===== config.mk =====
export PLATFORM = sky130hd
export DESIGN_NAME = find_session_event_classifier_flat
export DESIGN_NICKNAME = d
export VERILOG_FILES = /design/src/hw/rtl/fsec_pkg.sv /design/src/hw/rtl/fsec_if.sv /design/src/hw/rtl/fsec_apb.sv /design/src/hw/rtl/fsec_engine.sv /design/src/hw/rtl/find_session_event_classifier.sv /design/src/flat_wrapper.sv
export SDC_FILE = /design/constraint.sdc
export NUM_CORES = 1
export LEC_CHECK = 0
export BUFFER_PORTS_ARGS = -buffer_cell sky130_fd_sc_hd__buf_4
export CAP_MARGIN = 20
export CORE_AREA = 8 8 247 249
export DETAILED_ROUTE_END_ITERATION = 12
export DIE_AREA = 0 0 255 257
export PLACE_DENSITY_LB_ADDON = 0.12
export SYNTH_ARGS = -nofsm -noshare
export SYNTH_HDL_FRONTEND = slang
export SYNTH_SLANG_ARGS = --single-unit

===== constraint.sdc =====
create_clock -name i_clk -period 13.9 [get_ports i_clk]
set_input_delay 2.085 -clock i_clk [delete_from_list [all_inputs] [get_ports i_clk]]
set_output_delay 2.085 -clock i_clk [all_outputs]
set_load 0.01 [all_outputs]

===== src/hw/rtl/fsec_pkg.sv =====
// Shared types and constants for the find session event classifier.
// No dependencies; fsec_apb, fsec_engine and the top level import this package.
package fsec_pkg;

    localparam int unsigned ADDR_W = 4;
    localparam int unsigned DATA_W = 32;

    localparam logic [31:0] ROUND_LEN_RESET = 32'd10000;
    localparam logic [31:0] SESSION_CAP_RESET = 32'd120000;
    localparam logic [15:0] SETTLE_RESET = 16'd50;
    localparam logic [7:0] ATTEMPT_MAX = 8'hFF;

    typedef enum logic [1:0] {
        REG_ROUND_LEN = 2'd0,
        REG_SESSION_CAP = 2'd1,
        REG_SETTLE = 2'd2
    } t_reg_idx;

    typedef enum logic [1:0] {
        ACT_CLASSIFY = 2'd0,
        ACT_VERDICT = 2'd1,
        ACT_STATUS = 2'd2
    } t_action;

    typedef enum logic [1:0] {
        PH_SEARCHING = 2'd0,
        PH_CONNECTED = 2'd1,
        PH_RINGING = 2'd2
    } t_phase;

    typedef enum logic [1:0] {
        OUT_IN_PROGRESS = 2'd0,
        OUT_TIMED_OUT = 2'd1,
        OUT_BACK = 2'd2,
        OUT_DISMISSED = 2'd3
    } t_outcome;

    typedef enum logic [3:0] {
        EV_WAITING = 4'd0,
        EV_ENDED = 4'd1,
        EV_SOUND = 4'd2,
        EV_FIND = 4'd3,
        EV_CONNECT = 4'd4,
        EV_TIME = 4'd5,
        EV_SUBSCRIBE = 4'd6,
        EV_DISCONN = 4'd7,
        EV_ROUND = 4'd8,
        EV_NONE = 4'd9
    } t_event;

    typedef struct packed {
        logic [31:0] round_length_ms;
        logic [31:0] session_cap_ms;
        logic [15:0] button_settle_ms;
    } t_cfg;

    typedef struct packed {
        logic [1:0] action;
        logic [31:0] stamp_ms;
        logic menu_rise;
        logic menu_down;
        logic back_hit;
        logic find_wr;
        logic link_connected;
        logic time_wr;
        logic find_sub;
        logic link_dropped;
        logic write_ok;
    } t_item;

    typedef struct packed {
        t_event ev;
        t_outcome outcome;
        logic ended;
        t_phase phase;
        logic sound;
        logic [7:0] attempts;
        logic [31:0] now;
        logic [31:0] round_start;
        logic press_pending;
        logic [32:0] settle_time;
    } t_snap;

endpackage


===== src/hw/rtl/fsec_if.sv =====
// Valid/ready channel interfaces for the input item and the result item.
// No dependencies.
interface fsec_in_if;
    logic valid;
    logic ready;
    logic [1:0] action;
    logic [31:0] stamp_ms;
    logic menu_rise;
    logic menu_down;
    logic back_hit;
    logic find_wr;
    logic link_connected;
    logic time_wr;
    logic find_sub;
    logic link_dropped;
    logic write_ok;

    modport source (
        output valid, action, stamp_ms, menu_rise, menu_down, back_hit,
               find_wr, link_connected, time_wr, find_sub,
               link_dropped, write_ok,
        input ready
    );
    modport sink (
        input valid, action, stamp_ms, menu_rise, menu_down, back_hit,
              find_wr, link_connected, time_wr, find_sub,
              link_dropped, write_ok,
        output ready
    );
endinterface

interface fsec_out_if;
    logic valid;
    logic ready;
    logic [3:0] event_res;
    logic [1:0] outcome;
    logic session_ended;
    logic [1:0] link_phase;
    logic sound_on;
    logic [7:0] attempt_count;
    logic [31:0] wait_ms;

    modport source (
        output valid, event_res, outcome, session_ended, link_phase, sound_on,
               attempt_count, wait_ms,
        input ready
    );
    modport sink (
        input valid, event_res, outcome, session_ended, link_phase, sound_on,
              attempt_count, wait_ms,
        output ready
    );
endinterface


===== src/hw/rtl/fsec_apb.sv =====
// APB-style configuration registers: round length, session cap, settle delay.
// Depends on fsec_pkg.
module fsec_apb (
    input  logic                     i_clk,
    input  logic                     i_rst_n,
    input  logic                     i_psel,
    input  logic                     i_penable,
    input  logic                     i_pwrite,
    input  logic [fsec_pkg::ADDR_W-1:0] i_paddr,
    input  logic [fsec_pkg::DATA_W-1:0] i_pwdata,
    output logic [fsec_pkg::DATA_W-1:0] o_prdata,
    output logic                     o_pready,
    output fsec_pkg::t_cfg           o_cfg
);
    import fsec_pkg::*;

    logic [31:0] r_round_len;
    logic [31:0] r_cap;
    logic [15:0] r_settle;
    logic        wr_en;
    t_reg_idx    idx;

    assign idx = t_reg_idx'(i_paddr[3:2]);
    assign wr_en = i_psel && i_penable && i_pwrite;
    assign o_pready = 1'b1;

    always_ff @(posedge i_clk) begin
        if (!i_rst_n) begin
            r_round_len <= ROUND_LEN_RESET;
            r_cap <= SESSION_CAP_RESET;
            r_settle <= SETTLE_RESET;
        end else if (wr_en) begin
            case (idx)
                REG_ROUND_LEN: r_round_len <= i_pwdata;
                REG_SESSION_CAP: r_cap <= i_pwdata;
                REG_SETTLE: r_settle <= i_pwdata[15:0];
                default: ;
            endcase
        end
    end

    always_comb begin
        case (idx)
            REG_ROUND_LEN: o_prdata = r_round_len;
            REG_SESSION_CAP: o_prdata = r_cap;
            REG_SETTLE: o_prdata = {16'd0, r_settle};
            default: o_prdata = '0;
        endcase
    end

    assign o_cfg = '{round_length_ms: r_round_len, session_cap_ms: r_cap,
                     button_settle_ms: r_settle};
endmodule


===== src/hw/rtl/fsec_engine.sv =====
// Session state and the priority classification of one registered item.
// Depends on fsec_pkg.
module fsec_engine (
    input  logic            i_clk,
    input  logic            i_rst_n,
    input  fsec_pkg::t_cfg  i_cfg,
    input  logic            i_fire,
    input  fsec_pkg::t_item i_item,
    output fsec_pkg::t_snap o_snap
);
    import fsec_pkg::*;

    logic        r_ended, n_ended;
    t_outcome    r_outcome, n_outcome;
    t_phase      r_phase, n_phase;
    logic        r_sound, n_sound;
    logic [7:0]  r_attempts, n_attempts;
    logic [31:0] r_round_start, n_round_start;
    logic        r_pend, n_pend;
    logic [32:0] r_settle, n_settle;
    t_event      ev;
    logic [32:0] now33;
    logic [32:0] round_dl;
    logic        done;

    assign now33 = {1'b0, i_item.stamp_ms};
    assign round_dl = {1'b0, r_round_start} + {1'b0, i_cfg.round_length_ms};

    always_comb begin
        n_ended = r_ended;
        n_outcome = r_outcome;
        n_phase = r_phase;
        n_sound = r_sound;
        n_attempts = r_attempts;
        n_round_start = r_round_start;
        n_pend = r_pend;
        n_settle = r_settle;
        ev = EV_NONE;
        done = 1'b0;
        case (t_action'(i_item.action))
            ACT_CLASSIFY: begin
                if (r_ended) begin
                    ev = EV_ENDED;
                end else if (i_item.stamp_ms >= i_cfg.session_cap_ms) begin
                    n_ended = 1'b1;
                    n_outcome = OUT_TIMED_OUT;
                    ev = EV_ENDED;
                end else begin
                    if (i_item.menu_rise && !r_pend && r_phase != PH_SEARCHING) begin
                        n_pend = 1'b1;
                        n_settle = now33 + {17'd0, i_cfg.button_settle_ms};
                    end
                    if (i_item.back_hit) begin
                        n_ended = 1'b1;
                        n_outcome = OUT_BACK;
                        ev = EV_ENDED;
                    end else begin
                        if (n_pend && now33 >= n_settle) begin
                            n_pend = 1'b0;
                            n_settle = '0;
                            if (i_item.menu_down && r_phase != PH_SEARCHING) begin
                                n_sound = !r_sound;
                                n_round_start = i_item.stamp_ms;
                                ev = EV_SOUND;
                                done = 1'b1;
                            end
                        end
                        if (!done) begin
                            if (i_item.find_wr) begin
                                n_round_start = i_item.stamp_ms;
                                ev = EV_FIND;
                            end else if (r_phase == PH_SEARCHING && i_item.link_connected) begin
                                n_phase = PH_CONNECTED;
                                n_round_start = i_item.stamp_ms;
                                ev = EV_CONNECT;
                            end else if (r_phase != PH_SEARCHING && i_item.time_wr) begin
                                n_round_start = i_item.stamp_ms;
                                ev = EV_TIME;
                            end else if (i_item.find_sub) begin
                                n_round_start = i_item.stamp_ms;
                                ev = EV_SUBSCRIBE;
                            end else if (i_item.link_dropped) begin
                                if (r_phase != PH_SEARCHING && r_attempts != ATTEMPT_MAX)
                                    n_attempts = r_attempts + 8'd1;
                                n_phase = PH_SEARCHING;
                                n_pend = 1'b0;
                                n_settle = '0;
                                n_round_start = i_item.stamp_ms;
                                ev = EV_DISCONN;
                            end else if (i_item.time_wr) begin
                                n_phase = PH_CONNECTED;
                                n_round_start = i_item.stamp_ms;
                                ev = EV_TIME;
                            end else if (now33 >= round_dl) begin
                                n_round_start = i_item.stamp_ms;
                                if (r_phase == PH_SEARCHING && r_attempts != ATTEMPT_MAX)
                                    n_attempts = r_attempts + 8'd1;
                                ev = EV_ROUND;
                            end else begin
                                ev = EV_WAITING;
                            end
                        end
                    end
                end
            end
            ACT_VERDICT: begin
                if (!r_ended && i_item.write_ok) begin
                    n_ended = 1'b1;
                    n_outcome = OUT_DISMISSED;
                end
            end
            ACT_STATUS: begin
                if (!r_ended && r_phase == PH_CONNECTED)
                    n_phase = PH_RINGING;
            end
            default: ;
        endcase
    end

    always_ff @(posedge i_clk) begin
        if (!i_rst_n) begin
            r_ended <= 1'b0;
            r_outcome <= OUT_IN_PROGRESS;
            r_phase <= PH_SEARCHING;
            r_sound <= 1'b0;
            r_attempts <= '0;
            r_round_start <= '0;
            r_pend <= 1'b0;
            r_settle <= '0;
        end else if (i_fire) begin
            r_ended <= n_ended;
            r_outcome <= n_outcome;
            r_phase <= n_phase;
            r_sound <= n_sound;
            r_attempts <= n_attempts;
            r_round_start <= n_round_start;
            r_pend <= n_pend;
            r_settle <= n_settle;
        end
    end

    assign o_snap = '{ev: ev, outcome: n_outcome, ended: n_ended, phase: n_phase,
                      sound: n_sound, attempts: n_attempts, now: i_item.stamp_ms,
                      round_start: n_round_start, press_pending: n_pend,
                      settle_time: n_settle};

    a_ended_latched: assert property (@(posedge i_clk) disable iff (!i_rst_n)
        r_ended |=> r_ended)
        else $error("ended flag cleared without reset");

    a_outcome_with_end: assert property (@(posedge i_clk) disable iff (!i_rst_n)
        (r_outcome != OUT_IN_PROGRESS) == r_ended)
        else $error("outcome and ended flag disagree");

    a_sound_toggle: assert property (@(posedge i_clk) disable iff (!i_rst_n)
        i_fire && ev == EV_SOUND |=> r_sound != $past(r_sound))
        else $error("sound event without sound flag change");

    a_attempts_monotonic: assert property (@(posedge i_clk) disable iff (!i_rst_n)
        i_fire |=> r_attempts >= $past(r_attempts))
        else $error("attempt count went down");
endmodule


===== src/hw/rtl/find_session_event_classifier.sv =====
// Top level of the find session event classifier: channels, pipeline, wait stage.
// Depends on fsec_pkg, fsec_if, fsec_apb and fsec_engine.
//
// Usage:
//   i_in carries one item per transfer (valid and ready both high at a clock
//   edge). o_out returns exactly one result per item, in order.
//   The APB-style port holds round length, session cap and settle delay; write
//   them only while no item is in flight. pready is always high.
//   Pipeline: input register, classification stage (updates session state),
//   wait stage (next deadline minus timestamp) into the result register.
//   Order: the transfer itself loads the input register, the classification
//   result is then registered, and the wait stage fills the result register.
//   Throughput: one item per cycle when not stalled; the session state loop
//   closes in the single classification stage, so consecutive items need no gap.
//   Stall: when o_out.ready is low with a result waiting, all three stages
//   hold and i_in.ready drops in the same cycle; nothing is lost.
//   Reset (i_rst_n low, synchronous): pipeline empties, session returns to
//   searching with no outcome, registers take their default values.
module find_session_event_classifier (
    input  logic                        i_clk,
    input  logic                        i_rst_n,
    fsec_in_if.sink                     i_in,
    fsec_out_if.source                  o_out,
    input  logic                        i_psel,
    input  logic                        i_penable,
    input  logic                        i_pwrite,
    input  logic [fsec_pkg::ADDR_W-1:0] i_paddr,
    input  logic [fsec_pkg::DATA_W-1:0] i_pwdata,
    output logic [fsec_pkg::DATA_W-1:0] o_prdata,
    output logic                        o_pready
);
    import fsec_pkg::*;

    t_cfg        cfg;
    t_item       item_in;
    t_item       r_s1;
    logic        r_v1, r_v2, r_v3;
    t_snap       snap, r_s2;
    logic        en;
    logic        fire;
    logic [32:0] dl_a, dl_b, dl;
    logic [32:0] now33;
    logic [31:0] n_wait;
    logic [31:0] r_wait;
    t_event      r_ev;
    t_outcome    r_outcome;
    logic        r_ended;
    t_phase      r_phase;
    logic        r_sound;
    logic [7:0]  r_attempts;

    fsec_apb u_apb (
        .i_clk     (i_clk),
        .i_rst_n   (i_rst_n),
        .i_psel    (i_psel),
        .i_penable (i_penable),
        .i_pwrite  (i_pwrite),
        .i_paddr   (i_paddr),
        .i_pwdata  (i_pwdata),
        .o_prdata  (o_prdata),
        .o_pready  (o_pready),
        .o_cfg     (cfg)
    );

    assign en = !r_v3 || o_out.ready;
    assign i_in.ready = en;
    assign fire = en && r_v1;

    assign item_in = '{action: i_in.action, stamp_ms: i_in.stamp_ms,
                       menu_rise: i_in.menu_rise, menu_down: i_in.menu_down,
                       back_hit: i_in.back_hit, find_wr: i_in.find_wr,
                       link_connected: i_in.link_connected,
                       time_wr: i_in.time_wr,
                       find_sub: i_in.find_sub,
                       link_dropped: i_in.link_dropped, write_ok: i_in.write_ok};

    fsec_engine u_engine (
        .i_clk   (i_clk),
        .i_rst_n (i_rst_n),
        .i_cfg   (cfg),
        .i_fire  (fire),
        .i_item  (r_s1),
        .o_snap  (snap)
    );

    always_comb begin
        now33 = {1'b0, r_s2.now};
        dl_a = {1'b0, r_s2.round_start} + {1'b0, cfg.round_length_ms};
        dl_b = ({1'b0, cfg.session_cap_ms} < dl_a) ? {1'b0, cfg.session_cap_ms} : dl_a;
        dl = (r_s2.press_pending && r_s2.settle_time < dl_b) ? r_s2.settle_time : dl_b;
        if (r_s2.ended || now33 >= dl)
            n_wait = '0;
        else
            n_wait = 32'(dl - now33);
    end

    always_ff @(posedge i_clk) begin
        if (!i_rst_n) begin
            r_v1 <= 1'b0;
            r_v2 <= 1'b0;
            r_v3 <= 1'b0;
        end else if (en) begin
            r_v1 <= i_in.valid;
            r_v2 <= r_v1;
            r_v3 <= r_v2;
        end
    end

    always_ff @(posedge i_clk) begin
        if (en) begin
            r_s1 <= item_in;
            r_s2 <= snap;
            r_wait <= n_wait;
            r_ev <= r_s2.ev;
            r_outcome <= r_s2.outcome;
            r_ended <= r_s2.ended;
            r_phase <= r_s2.phase;
            r_sound <= r_s2.sound;
            r_attempts <= r_s2.attempts;
        end
    end

    assign o_out.valid = r_v3;
    assign o_out.event_res = r_ev;
    assign o_out.outcome = r_outcome;
    assign o_out.session_ended = r_ended;
    assign o_out.link_phase = r_phase;
    assign o_out.sound_on = r_sound;
    assign o_out.attempt_count = r_attempts;
    assign o_out.wait_ms = r_wait;

    a_stall_blocks_input: assert property (@(posedge i_clk) disable iff (!i_rst_n)
        r_v3 && !o_out.ready |-> !i_in.ready)
        else $error("input taken while result stalled");

    a_ended_zero_wait: assert property (@(posedge i_clk) disable iff (!i_rst_n)
        r_v3 && r_ended |-> r_wait == '0)
        else $error("nonzero wait after session end");
endmodule

===== src/flat_wrapper.sv =====
// flat-port wrapper written by rule: the top's interface ports become plain ports
module find_session_event_classifier_flat import fsec_pkg::*;
  (i_clk, i_rst_n, i_psel, i_penable, i_pwrite, i_paddr, i_pwdata, o_prdata, o_pready, i_in_valid, i_in_action, i_in_stamp_ms, i_in_menu_rise, i_in_menu_down, i_in_back_hit, i_in_find_wr, i_in_link_connected, i_in_time_wr, i_in_find_sub, i_in_link_dropped, i_in_write_ok, i_in_ready, o_out_valid, o_out_event_res, o_out_outcome, o_out_session_ended, o_out_link_phase, o_out_sound_on, o_out_attempt_count, o_out_wait_ms, o_out_ready);
  fsec_in_if i_in_i ();
  fsec_out_if o_out_i ();
  input  logic i_clk;
  input  logic i_rst_n;
  input  logic i_psel;
  input  logic i_penable;
  input  logic i_pwrite;
  input  logic [fsec_pkg::ADDR_W-1:0] i_paddr;
  input  logic [fsec_pkg::DATA_W-1:0] i_pwdata;
  output logic [fsec_pkg::DATA_W-1:0] o_prdata;
  output logic o_pready;
  input wire logic [$bits(i_in_i.valid)-1:0] i_in_valid;
  input wire logic [$bits(i_in_i.action)-1:0] i_in_action;
  input wire logic [$bits(i_in_i.stamp_ms)-1:0] i_in_stamp_ms;
  input wire logic [$bits(i_in_i.menu_rise)-1:0] i_in_menu_rise;
  input wire logic [$bits(i_in_i.menu_down)-1:0] i_in_menu_down;
  input wire logic [$bits(i_in_i.back_hit)-1:0] i_in_back_hit;
  input wire logic [$bits(i_in_i.find_wr)-1:0] i_in_find_wr;
  input wire logic [$bits(i_in_i.link_connected)-1:0] i_in_link_connected;
  input wire logic [$bits(i_in_i.time_wr)-1:0] i_in_time_wr;
  input wire logic [$bits(i_in_i.find_sub)-1:0] i_in_find_sub;
  input wire logic [$bits(i_in_i.link_dropped)-1:0] i_in_link_dropped;
  input wire logic [$bits(i_in_i.write_ok)-1:0] i_in_write_ok;
  output wire logic [$bits(i_in_i.ready)-1:0] i_in_ready;
  output wire logic [$bits(o_out_i.valid)-1:0] o_out_valid;
  output wire logic [$bits(o_out_i.event_res)-1:0] o_out_event_res;
  output wire logic [$bits(o_out_i.outcome)-1:0] o_out_outcome;
  output wire logic [$bits(o_out_i.session_ended)-1:0] o_out_session_ended;
  output wire logic [$bits(o_out_i.link_phase)-1:0] o_out_link_phase;
  output wire logic [$bits(o_out_i.sound_on)-1:0] o_out_sound_on;
  output wire logic [$bits(o_out_i.attempt_count)-1:0] o_out_attempt_count;
  output wire logic [$bits(o_out_i.wait_ms)-1:0] o_out_wait_ms;
  input wire logic [$bits(o_out_i.ready)-1:0] o_out_ready;
  assign i_in_i.valid = i_in_valid;
  assign i_in_i.action = i_in_action;
  assign i_in_i.stamp_ms = i_in_stamp_ms;
  assign i_in_i.menu_rise = i_in_menu_rise;
  assign i_in_i.menu_down = i_in_menu_down;
  assign i_in_i.back_hit = i_in_back_hit;
  assign i_in_i.find_wr = i_in_find_wr;
  assign i_in_i.link_connected = i_in_link_connected;
  assign i_in_i.time_wr = i_in_time_wr;
  assign i_in_i.find_sub = i_in_find_sub;
  assign i_in_i.link_dropped = i_in_link_dropped;
  assign i_in_i.write_ok = i_in_write_ok;
  assign i_in_ready = i_in_i.ready;
  assign o_out_valid = o_out_i.valid;
  assign o_out_event_res = o_out_i.event_res;
  assign o_out_outcome = o_out_i.outcome;
  assign o_out_session_ended = o_out_i.session_ended;
  assign o_out_link_phase = o_out_i.link_phase;
  assign o_out_sound_on = o_out_i.sound_on;
  assign o_out_attempt_count = o_out_i.attempt_count;
  assign o_out_wait_ms = o_out_i.wait_ms;
  assign o_out_i.ready = o_out_ready;
  find_session_event_classifier u_core (.i_clk(i_clk), .i_rst_n(i_rst_n), .i_in(i_in_i), .o_out(o_out_i), .i_psel(i_psel), .i_penable(i_penable), .i_pwrite(i_pwrite), .i_paddr(i_paddr), .i_pwdata(i_pwdata), .o_prdata(o_prdata), .o_pready(o_pready));
endmodule

==> flow_summary.yaml, run 1 <==
synthesis:
  synth-seq-cells: 372
  synth-edff-count: 209
  synth.avg_cell_area_sq_um: 9.360
  synth_cell_type_count: 76
  synth_sequential_area_ratio_pct: 37.47
  async_flop_share_pct: 0
  post_synth_instance_area_sq_mm: 0.02546
  postSynthCellCount: 2720
  yosysWarnings: 0
  synth-main-ff-cell: "edfxtp_1"
clock_network:
  tritoncts.num_buffers: 46
  post_cts_buffers: 0
  cts-hold-fix-buffers: 0
  clock_tree.htree_level_count: 2
  post_cts_resized: 0
  cts_root_buffer: "clkbuf_16"
  clock_sink_count: 372
  buffer_depth_of_the_longest_clock_path: 3
  clk_pin_slew_worst_paths_ns: 0.06
  worst_skew_pair_later_pin_latency_ns: 0.58
  clock_tree_from_tritoncts: "done"
routing:
  vias_after_detailed_routing: 20530
  routed_via_density: 5.605
  initialDrtViolationCount: 1346
  route.detailed.wl_per_inst_microns: 19.92
  1st_pass_router_iterations: 5
  drt_drc_violations_left: 0
  detail-route-antenna-nets: 0
  totalWireLength_microns: 72960
global_route:
  grt-ovfl-total: 0
  antenna_found_initial: 1
  maximum_number_of_pins_on_one_net_before_global_route_repair: 118
  via_count_of_the_first_global_routing_pass: 20100
  grt_util_all_layers_pct: 21.70
  grt_first_pass_wirelength_microns: 112200
power_and_ir_drop:
  netSwitchingFraction_pct: 27.90
  power.net_switching_uw: 885.8
  total_power_mw: 3.176
  p_int_mw: 2.290
  max-vdd-ir-drop_mv: 0.08773
  clock_power_share_pct: 40.6
  leak_nw: 13.00
  combinational_share_of_power_pct: 19.6
  power.density_mw_per_mm2: 108.7
  seqPwrFrac_pct: 39.8
cells_and_area:
  finalNetCount: 3250
  layout-drive-gt1-share_pct: 12.78
  layoutNonFillerInstCount: 3662
  area_delta_synth_final_pct: 14.71
critical_path:
  cp.arrival_ns: 12.86
  max_stage_delay_ns: 0.69
  worst-r2r-cell-count: 43
  crit_fanout: 42
  worst_path_max_delay_cell: "o21bai_4"
  critical_path.startpoint_type: "register"
  nature_of_the_critical_path_endpoint: "register"
  destination_of_the_worst_register_to_register_timing_path: "u_core.o_out.wait_ms[2]$_SDFFCE_PP0N_"
  required_ns: 14.21
  ff2ff_setup_slack_ns: 1.35
  crit_type: "reg -> reg"
  rr_startpoint: "u_core.u_apb.r_round_len[0]$_SDFFE_PN0P_"
placement:
  dpl.cell_count: 3573
  port_buffers: 167
  placed_wire_length_estimate_after_detailed_placement_microns: 56120
  place_congestion: 0.9175
floorplanning:
  num_rows: 88
  dieHeight_microns: 257
  floorplan.die_area_sq_mm: 0.06554
  initial_standard_cell_utilization_of_the_core_pct: 44.64
  design.core.area_sq_mm: 0.05703
  floorplan.io_pins: 171
  die_w_microns: 255
sta:
  worstMarginPinSlew_ns: 0.9779
  fin_worst_hold_slack_ns: 0.4193
  finalMaxSlewViolations: 0
  fin_setup_tns_ns: 0
  hold_viol_final: 0
  worst_slew_margin_rel_pct: 34.80
  final_number_of_setup_violating_endpoints: 0
  fmaxAchievable_mhz: 79.67
  grt_setup_unrepaired: "no"
  clock_period_minus_final_worst_setup_slack_ns: 12.55
  finClkSkew_ns: 0.02321
  min_period_over_period_pct: 90.30
flow_run:
  maxCapViolCount: 0
worst_hold_path:
  hold_path.startpoint: "u_core.r_s2[106]$_DFFE_PN_"
  hold_path_end: "u_core.o_out.sound_on$_DFFE_PN_"
  min-delay-path-class: "reg -> reg"
  min_path_cells: 0
outcome:
  status: "complete, no violations"
==> flip-flops by register name, indices dropped and copies added (netlist names), 2 cells and up <==
name	flops
u_core.o_out.wait_ms	32
u_core.u_apb.r_round_len	32
u_core.u_engine.r_phase	2
u_core.u_engine.r_outcome	2
u_core.o_out.attempt_count	8
u_core.u_apb.r_cap	32
u_core.u_apb.r_settle	16
u_core.u_engine.r_round_start	32
u_core.now33	32
u_core.r_s1	43
u_core.o_out.link_phase	2
u_core.u_engine.r_attempts	8
u_core.r_s2	84
u_core.o_out.event_res	4
u_core.u_engine.r_settle	33
u_core.o_out.outcome	2
==> worst max path at each step <==
stage	to	slack [ns]	from	cells after the start
finish	u_core.o_out.wait_ms[2]$_SDFFCE_PP0N_	1.35	u_core.u_apb.r_round_len[0]$_SDFFE_PN0P_	43
global route	u_core.o_out.wait_ms[28]$_SDFFCE_PP0N_	0.59	u_core.u_apb.r_round_len[0]$_SDFFE_PN0P_	47
CTS	u_core.o_out.wait_ms[2]$_SDFFCE_PP0N_	1.20	u_core.u_apb.r_round_len[0]$_SDFFE_PN0P_	47
detailed placement	u_core.o_out.wait_ms[2]$_SDFFCE_PP0N_	1.26	u_core.r_s2[34]$_DFFE_PN_	47
global placement	u_core.o_out.wait_ms[2]$_SDFFCE_PP0N_	1.41	u_core.r_s2[34]$_DFFE_PN_	47
floorplan	u_core.o_out.wait_ms[24]$_SDFFCE_PP0N_	3.29	u_core.r_s2[34]$_DFFE_PN_	52
==> layer usage <==
layer | GRT usage (%) | up-vias | wire length (microns)
met5 | 0 | - | 0
li1 | - | 10160 | -
met2 | 34.29 | 505 | 32250
met3 | 3.196 | 120 | 3912
met4 | 7.521 | 0 | 2337
met1 | 29.99 | 9739 | 34460
==> cells by family (layout without fill, tap and decap cells) <==
logic type,after synthesis,in the layout,share of synthesized area [%]
other,1,3,0.01473
muxes,187,187,8.119
buffers and inverters,279,454,4.339
xor gates and xnor gates,113,113,3.887
and+or+nand+nor,751,751,13.40
AOI/OAI and AO/OA,712,712,17.67
DFF,372,372,37.47
adders and majority gates,305,305,15.11
==> placed cells by master (no fill, tap or decap), drive strengths merged, types with 68 or more instances in the layout <==
cell / instances
a21o: 110
a21oi: 248
buf: 196
dfxtp: 163
edfxtp: 209
ha: 301
inv: 177
mux2: 69
mux2i: 118
nand2: 333
nor2: 155
o21ai: 140
xnor2: 68
==> synth_stat cells (45+ instances only) <==
master	count	area, sq um
edfxtp_1	209	6276
dfxtp_1	163	3263
nor2_1	155	581.8
o21ai_0	135	675.7
nand2_1	333	1250
a21oi_1	246	1231
xnor2_1	68	595.6
xor2_1	45	394.1
ha_1	301	3766
mux2i_1	118	1181
clkbuf_1	78	292.8
inv_1	173	649.4
a21o_1	110	825.8
nand3_1	57	285.3
==> layout make-up <==
type,instances,area (sq um)
Fill cell,5290,27830
Multi-Input combinational cell,2070,14890
Sequential cell,372,9539
Timing Repair Buffer,196,1525
Clock buffer,60,1276
Tap cell,765,957.2
Inverter,173,656.9
Clock inverter,25,355.3
Antenna cell,1,2.502
==> power groups by stage <==
| stage | sequential [mW] | clock, mW | combinational [mW] |
|---|---|---|---|
| detailed placement | 1.29 | 0 | 0.622 |
| floorplan | 1.28 | 0 | 0.416 |
| CTS | 1.26 | 1.32 | 0.625 |
| finish | 1.26 | 1.29 | 0.622 |
| global placement | 1.29 | 0 | 0.611 |
| global route | 1.27 | 1.36 | 0.690 |
==> critical path: cells and delay by family, from the launching register on <==
kind | cells | cell delay [ns]
flops | 1 | 0.37
compound gates | 22 | 5.99
fa+ha+maj | 5 | 1.78
xor+xnor | 1 | 0.23
buf+inv | 5 | 1.49
mux | 1 | 0.20
simple gates | 9 | 2.20
==> stage by stage <==
step / instance area (sq um) / setup slack, ns / util [%]
2_1_floorplan: 25460 / 3.289 / -
3_3_place_gp: 27500 / 1.413 / 48.21
3_5_place_dp: 27510 / 1.264 / 48.23
4_1_cts: 29140 / 1.197 / 51.09
5_1_grt: 29200 / 0.5904 / 51.20
6_report: 29200 / 1.348 / 51.20
Power figures use the tool's default switching activity.
==> run 2: changes to the inputs <==
--- a/config.mk
+++ b/config.mk
@@ -7,10 +7,11 @@
 export LEC_CHECK = 0
 export BUFFER_PORTS_ARGS = -buffer_cell sky130_fd_sc_hd__buf_4
 export CAP_MARGIN = 20
-export CORE_AREA = 8 8 247 249
+export CORE_AREA = 8 8 252 254
 export DETAILED_ROUTE_END_ITERATION = 12
-export DIE_AREA = 0 0 255 257
+export DIE_AREA = 0 0 260 262
 export PLACE_DENSITY_LB_ADDON = 0.12
 export SYNTH_ARGS = -nofsm -noshare
 export SYNTH_HDL_FRONTEND = slang
+export SYNTH_HIERARCHICAL = 1
 export SYNTH_SLANG_ARGS = --single-unit
==> run 2 against run 1 <==
Highest routed layer unchanged; area after synthesis is 3.9% higher; final cell count is 1.3% higher; combinational power is 2% lower.
==> flow_summary.yaml, run 2 <==
placement:
  placed_area_sq_mm: 0.02812
  placed_wire_length_estimate_after_detailed_placement_microns: 59380
  place_congestion: 0.9281
  port_buffers: 167
synthesis:
  synth_sequential_area_ratio_pct: 36.07
  post_synth_most_frequent_cells: "301 x ha_1, 273 x nand2_1, 209 x edfxtp_1, 188 x a21oi_1, 181 x inv_1"
  synth-main-ff-cell: "edfxtp_1"
  synth_nets: 3177
  post_synth_instance_area_sq_mm: 0.02645
  postSynthCellCount: 2786
  netlist.top_cell.by_area: "edfxtp_1"
  synth.avg_cell_area_sq_um: 9.493
  yosys_top_cell_area_share_pct: 23.73
  synth-seq-cells: 372
  async_flop_share_pct: 0
  yosysWarnings: 6
  synth-edff-count: 209
  post-synth-top-count-cell: "ha_1"
  synth.area.top_cells: "edfxtp_1 24%, ha_1 14%, dfxtp_1 12%"
  synth_cell_type_count: 98
global_route:
  grt_first_pass_wirelength_microns: 118400
  antenna_found_initial: 0
  grt_util_all_layers_pct: 21.97
  grt-ovfl-total: 0
  maximum_number_of_pins_on_one_net_before_global_route_repair: 75
  via_count_of_the_first_global_routing_pass: 20790
floorplanning:
  dieHeight_microns: 262
  floorplan.die_area_sq_mm: 0.06812
  num_rows: 90
  initial_standard_cell_utilization_of_the_core_pct: 44.40
  design.core.area_sq_mm: 0.05957
  die_w_microns: 260
  floorplan.io_pins: 171
critical_path:
  crit_top_cell: "o21ai_0"
  cp.arrival_ns: 12.01
  nature_of_the_critical_path_endpoint: "register"
  crit_type: "reg -> reg"
  critical_path.startpoint_type: "register"
  max_stage_delay_ns: 0.59
  worst_path_max_delay_cell: "nor4_1"
  required_ns: 14.21
  crit_fanout: 41
cells_and_area:
  registers.top_by_ff_count: "u_core/r_s2"
  finalNetCount: 3282
  mostFrequentLayoutCell: "ha_1"
  post-route-cell-area_sq_mm: 0.02968
  reg.largest.list: "u_core/r_s2: 84 flops, u_core/r_s1: 43 flops, u_core/u_engine/r_settle: 33 flops"
  layout-drive-gt1-share_pct: 12.54
  area_delta_synth_final_pct: 12.24
  largest_reg_flops: 84
  most-common-layout-cells: "301 x ha_1, 273 x nand2_1, 209 x edfxtp_1, 194 x buf_4, 187 x a21oi_1"
sta:
  grt_setup_unrepaired: "no"
  clock_period_minus_final_worst_setup_slack_ns: 11.70
  hold_viol_final: 0
  fmaxAchievable_mhz: 85.47
  final_number_of_setup_violating_endpoints: 0
  min_period_over_period_pct: 84.17
  worst_slew_margin_rel_pct: 34.06
  finalMaxSlewViolations: 0
  fin_setup_tns_ns: 0
  finClkSkew_ns: 0.01335
  fin_worst_hold_slack_ns: 0.4187
  worstMarginPinSlew_ns: 0.9892
routing:
  wl_met3_microns: 3965
  drt_drc_violations_left: 0
  totalWireLength_microns: 76650
  initialDrtViolationCount: 1476
  topRoutingLayerUsed: "met4"
  routed_via_density: 5.661
  met2_wire_length_microns: 33740
  vias_after_detailed_routing: 21000
  wl_met1_microns: 36990
  1st_pass_router_iterations: 5
  detail-route-antenna-nets: 0
  route.detailed.wl_per_inst_microns: 20.66
clock_network:
  clk_pin_slew_worst_paths_ns: 0.06
  buffer_depth_of_the_longest_clock_path: 3
  post_cts_buffers: 0
  tritoncts.num_buffers: 45
  cts-hold-fix-buffers: 0
  clock_tree_from_tritoncts: "done"
  post_cts_resized: 0
  clock_sink_count: 372
  cts_root_buffer: "clkbuf_16"
  clock_tree.htree_level_count: 2
  worst_skew_pair_later_pin_latency_ns: 0.58
power_and_ir_drop:
  leak_nw: 12.93
  power.density_mw_per_mm2: 104.8
  max-vdd-ir-drop_mv: 0.08771
worst_hold_path:
  min-delay-path-class: "reg -> reg"
flow_run:
  maxCapViolCount: 0
outcome:
  status: "complete, no violations"
==> run 2: metrics by stage <==
| stage | std cells | setup WS (ns) | power, mW | util, % |
|---|---|---|---|---|
| after global placement | 3625 | 2.310 | 1.880 | 47.20 |
| after detailed placement | 3625 | 2.259 | 1.893 | 47.20 |
| after CTS | 3708 | 2.202 | 3.138 | 49.79 |
| after global routing | 3709 | 1.253 | 3.251 | 49.83 |
| after floorplan | 2786 | 3.759 | 1.700 | - |
| final | 3710 | 2.200 | 3.109 | 49.83 |
==> run 2: path summary, 6_finish.rpt <==
kind                                                  from                                      end  slack, ns  cells past startpoint
setup / recovery  u_core/u_apb/r_round_len[1]$_SDFFE_PN0P_   u_core/o_out.wait_ms[10]$_SDFFCE_PP0N_       2.20                     41
hold / removal                   u_core/r_s2[98]$_DFFE_PN_  u_core/o_out.attempt_count[0]$_DFFE_PN_       0.42                      0
setup reg to reg  u_core/u_apb/r_round_len[1]$_SDFFE_PN0P_   u_core/o_out.wait_ms[10]$_SDFFCE_PP0N_       2.20                     41
hold reg to reg                  u_core/r_s2[98]$_DFFE_PN_  u_core/o_out.attempt_count[0]$_DFFE_PN_       0.42                      0
==> run 2: final cells by class <==
type	instances	area, sq um
Antenna cell	1	2.502
Tap cell	782	978.4
Inverter	182	683.2
Clock buffer	59	1261
Sequential cell	372	9539
Clock inverter	24	281.5
Timing Repair Buffer	196	1488
Multi-Input combinational cell	2094	15450
Fill cell	5577	29890
==> run 2: worst max-delay path: cells and delay by family, from the launching register on <==
family | cells | cell delay [ns]
flip-flops | 1 | 0.58
adder cells (fa/ha/maj) | 4 | 1.35
AO/OA/AOI/OAI | 21 | 4.54
multiplexers | 2 | 0.93
AND/OR/NAND/NOR | 10 | 2.89
XOR/XNOR | 1 | 0.17
buffers and inverters | 3 | 0.88
==> run 2: routing by layer <==
metal  vias to the layer above  track usage [%]
li1                      10330                -
met1                      9999            31.22
met2                       564            34.72
met3                       112            3.072
met4                         0            5.950
met5                         -                0
==> run 2: report_power, final <==
| part | internal (mW) | switching [mW] | total [mW] |
|---|---|---|---|
| clock | 0.751 | 0.484 | 1.23 |
| sequential | 1.22 | 0.0433 | 1.26 |
| combinational | 0.256 | 0.356 | 0.612 |
==> run 2: kinds of logic after synthesis <==
family	Yosys count	synth area share, %
XOR/XNOR	120	3.974
other	2	0.02840
flip-flops	372	36.07
adder cells (fa/ha/maj)	305	14.54
multiplexers	249	9.755
buffers and inverters	320	5.606
AO/OA/AOI/OAI	676	16.59
AND/OR/NAND/NOR	742	13.44
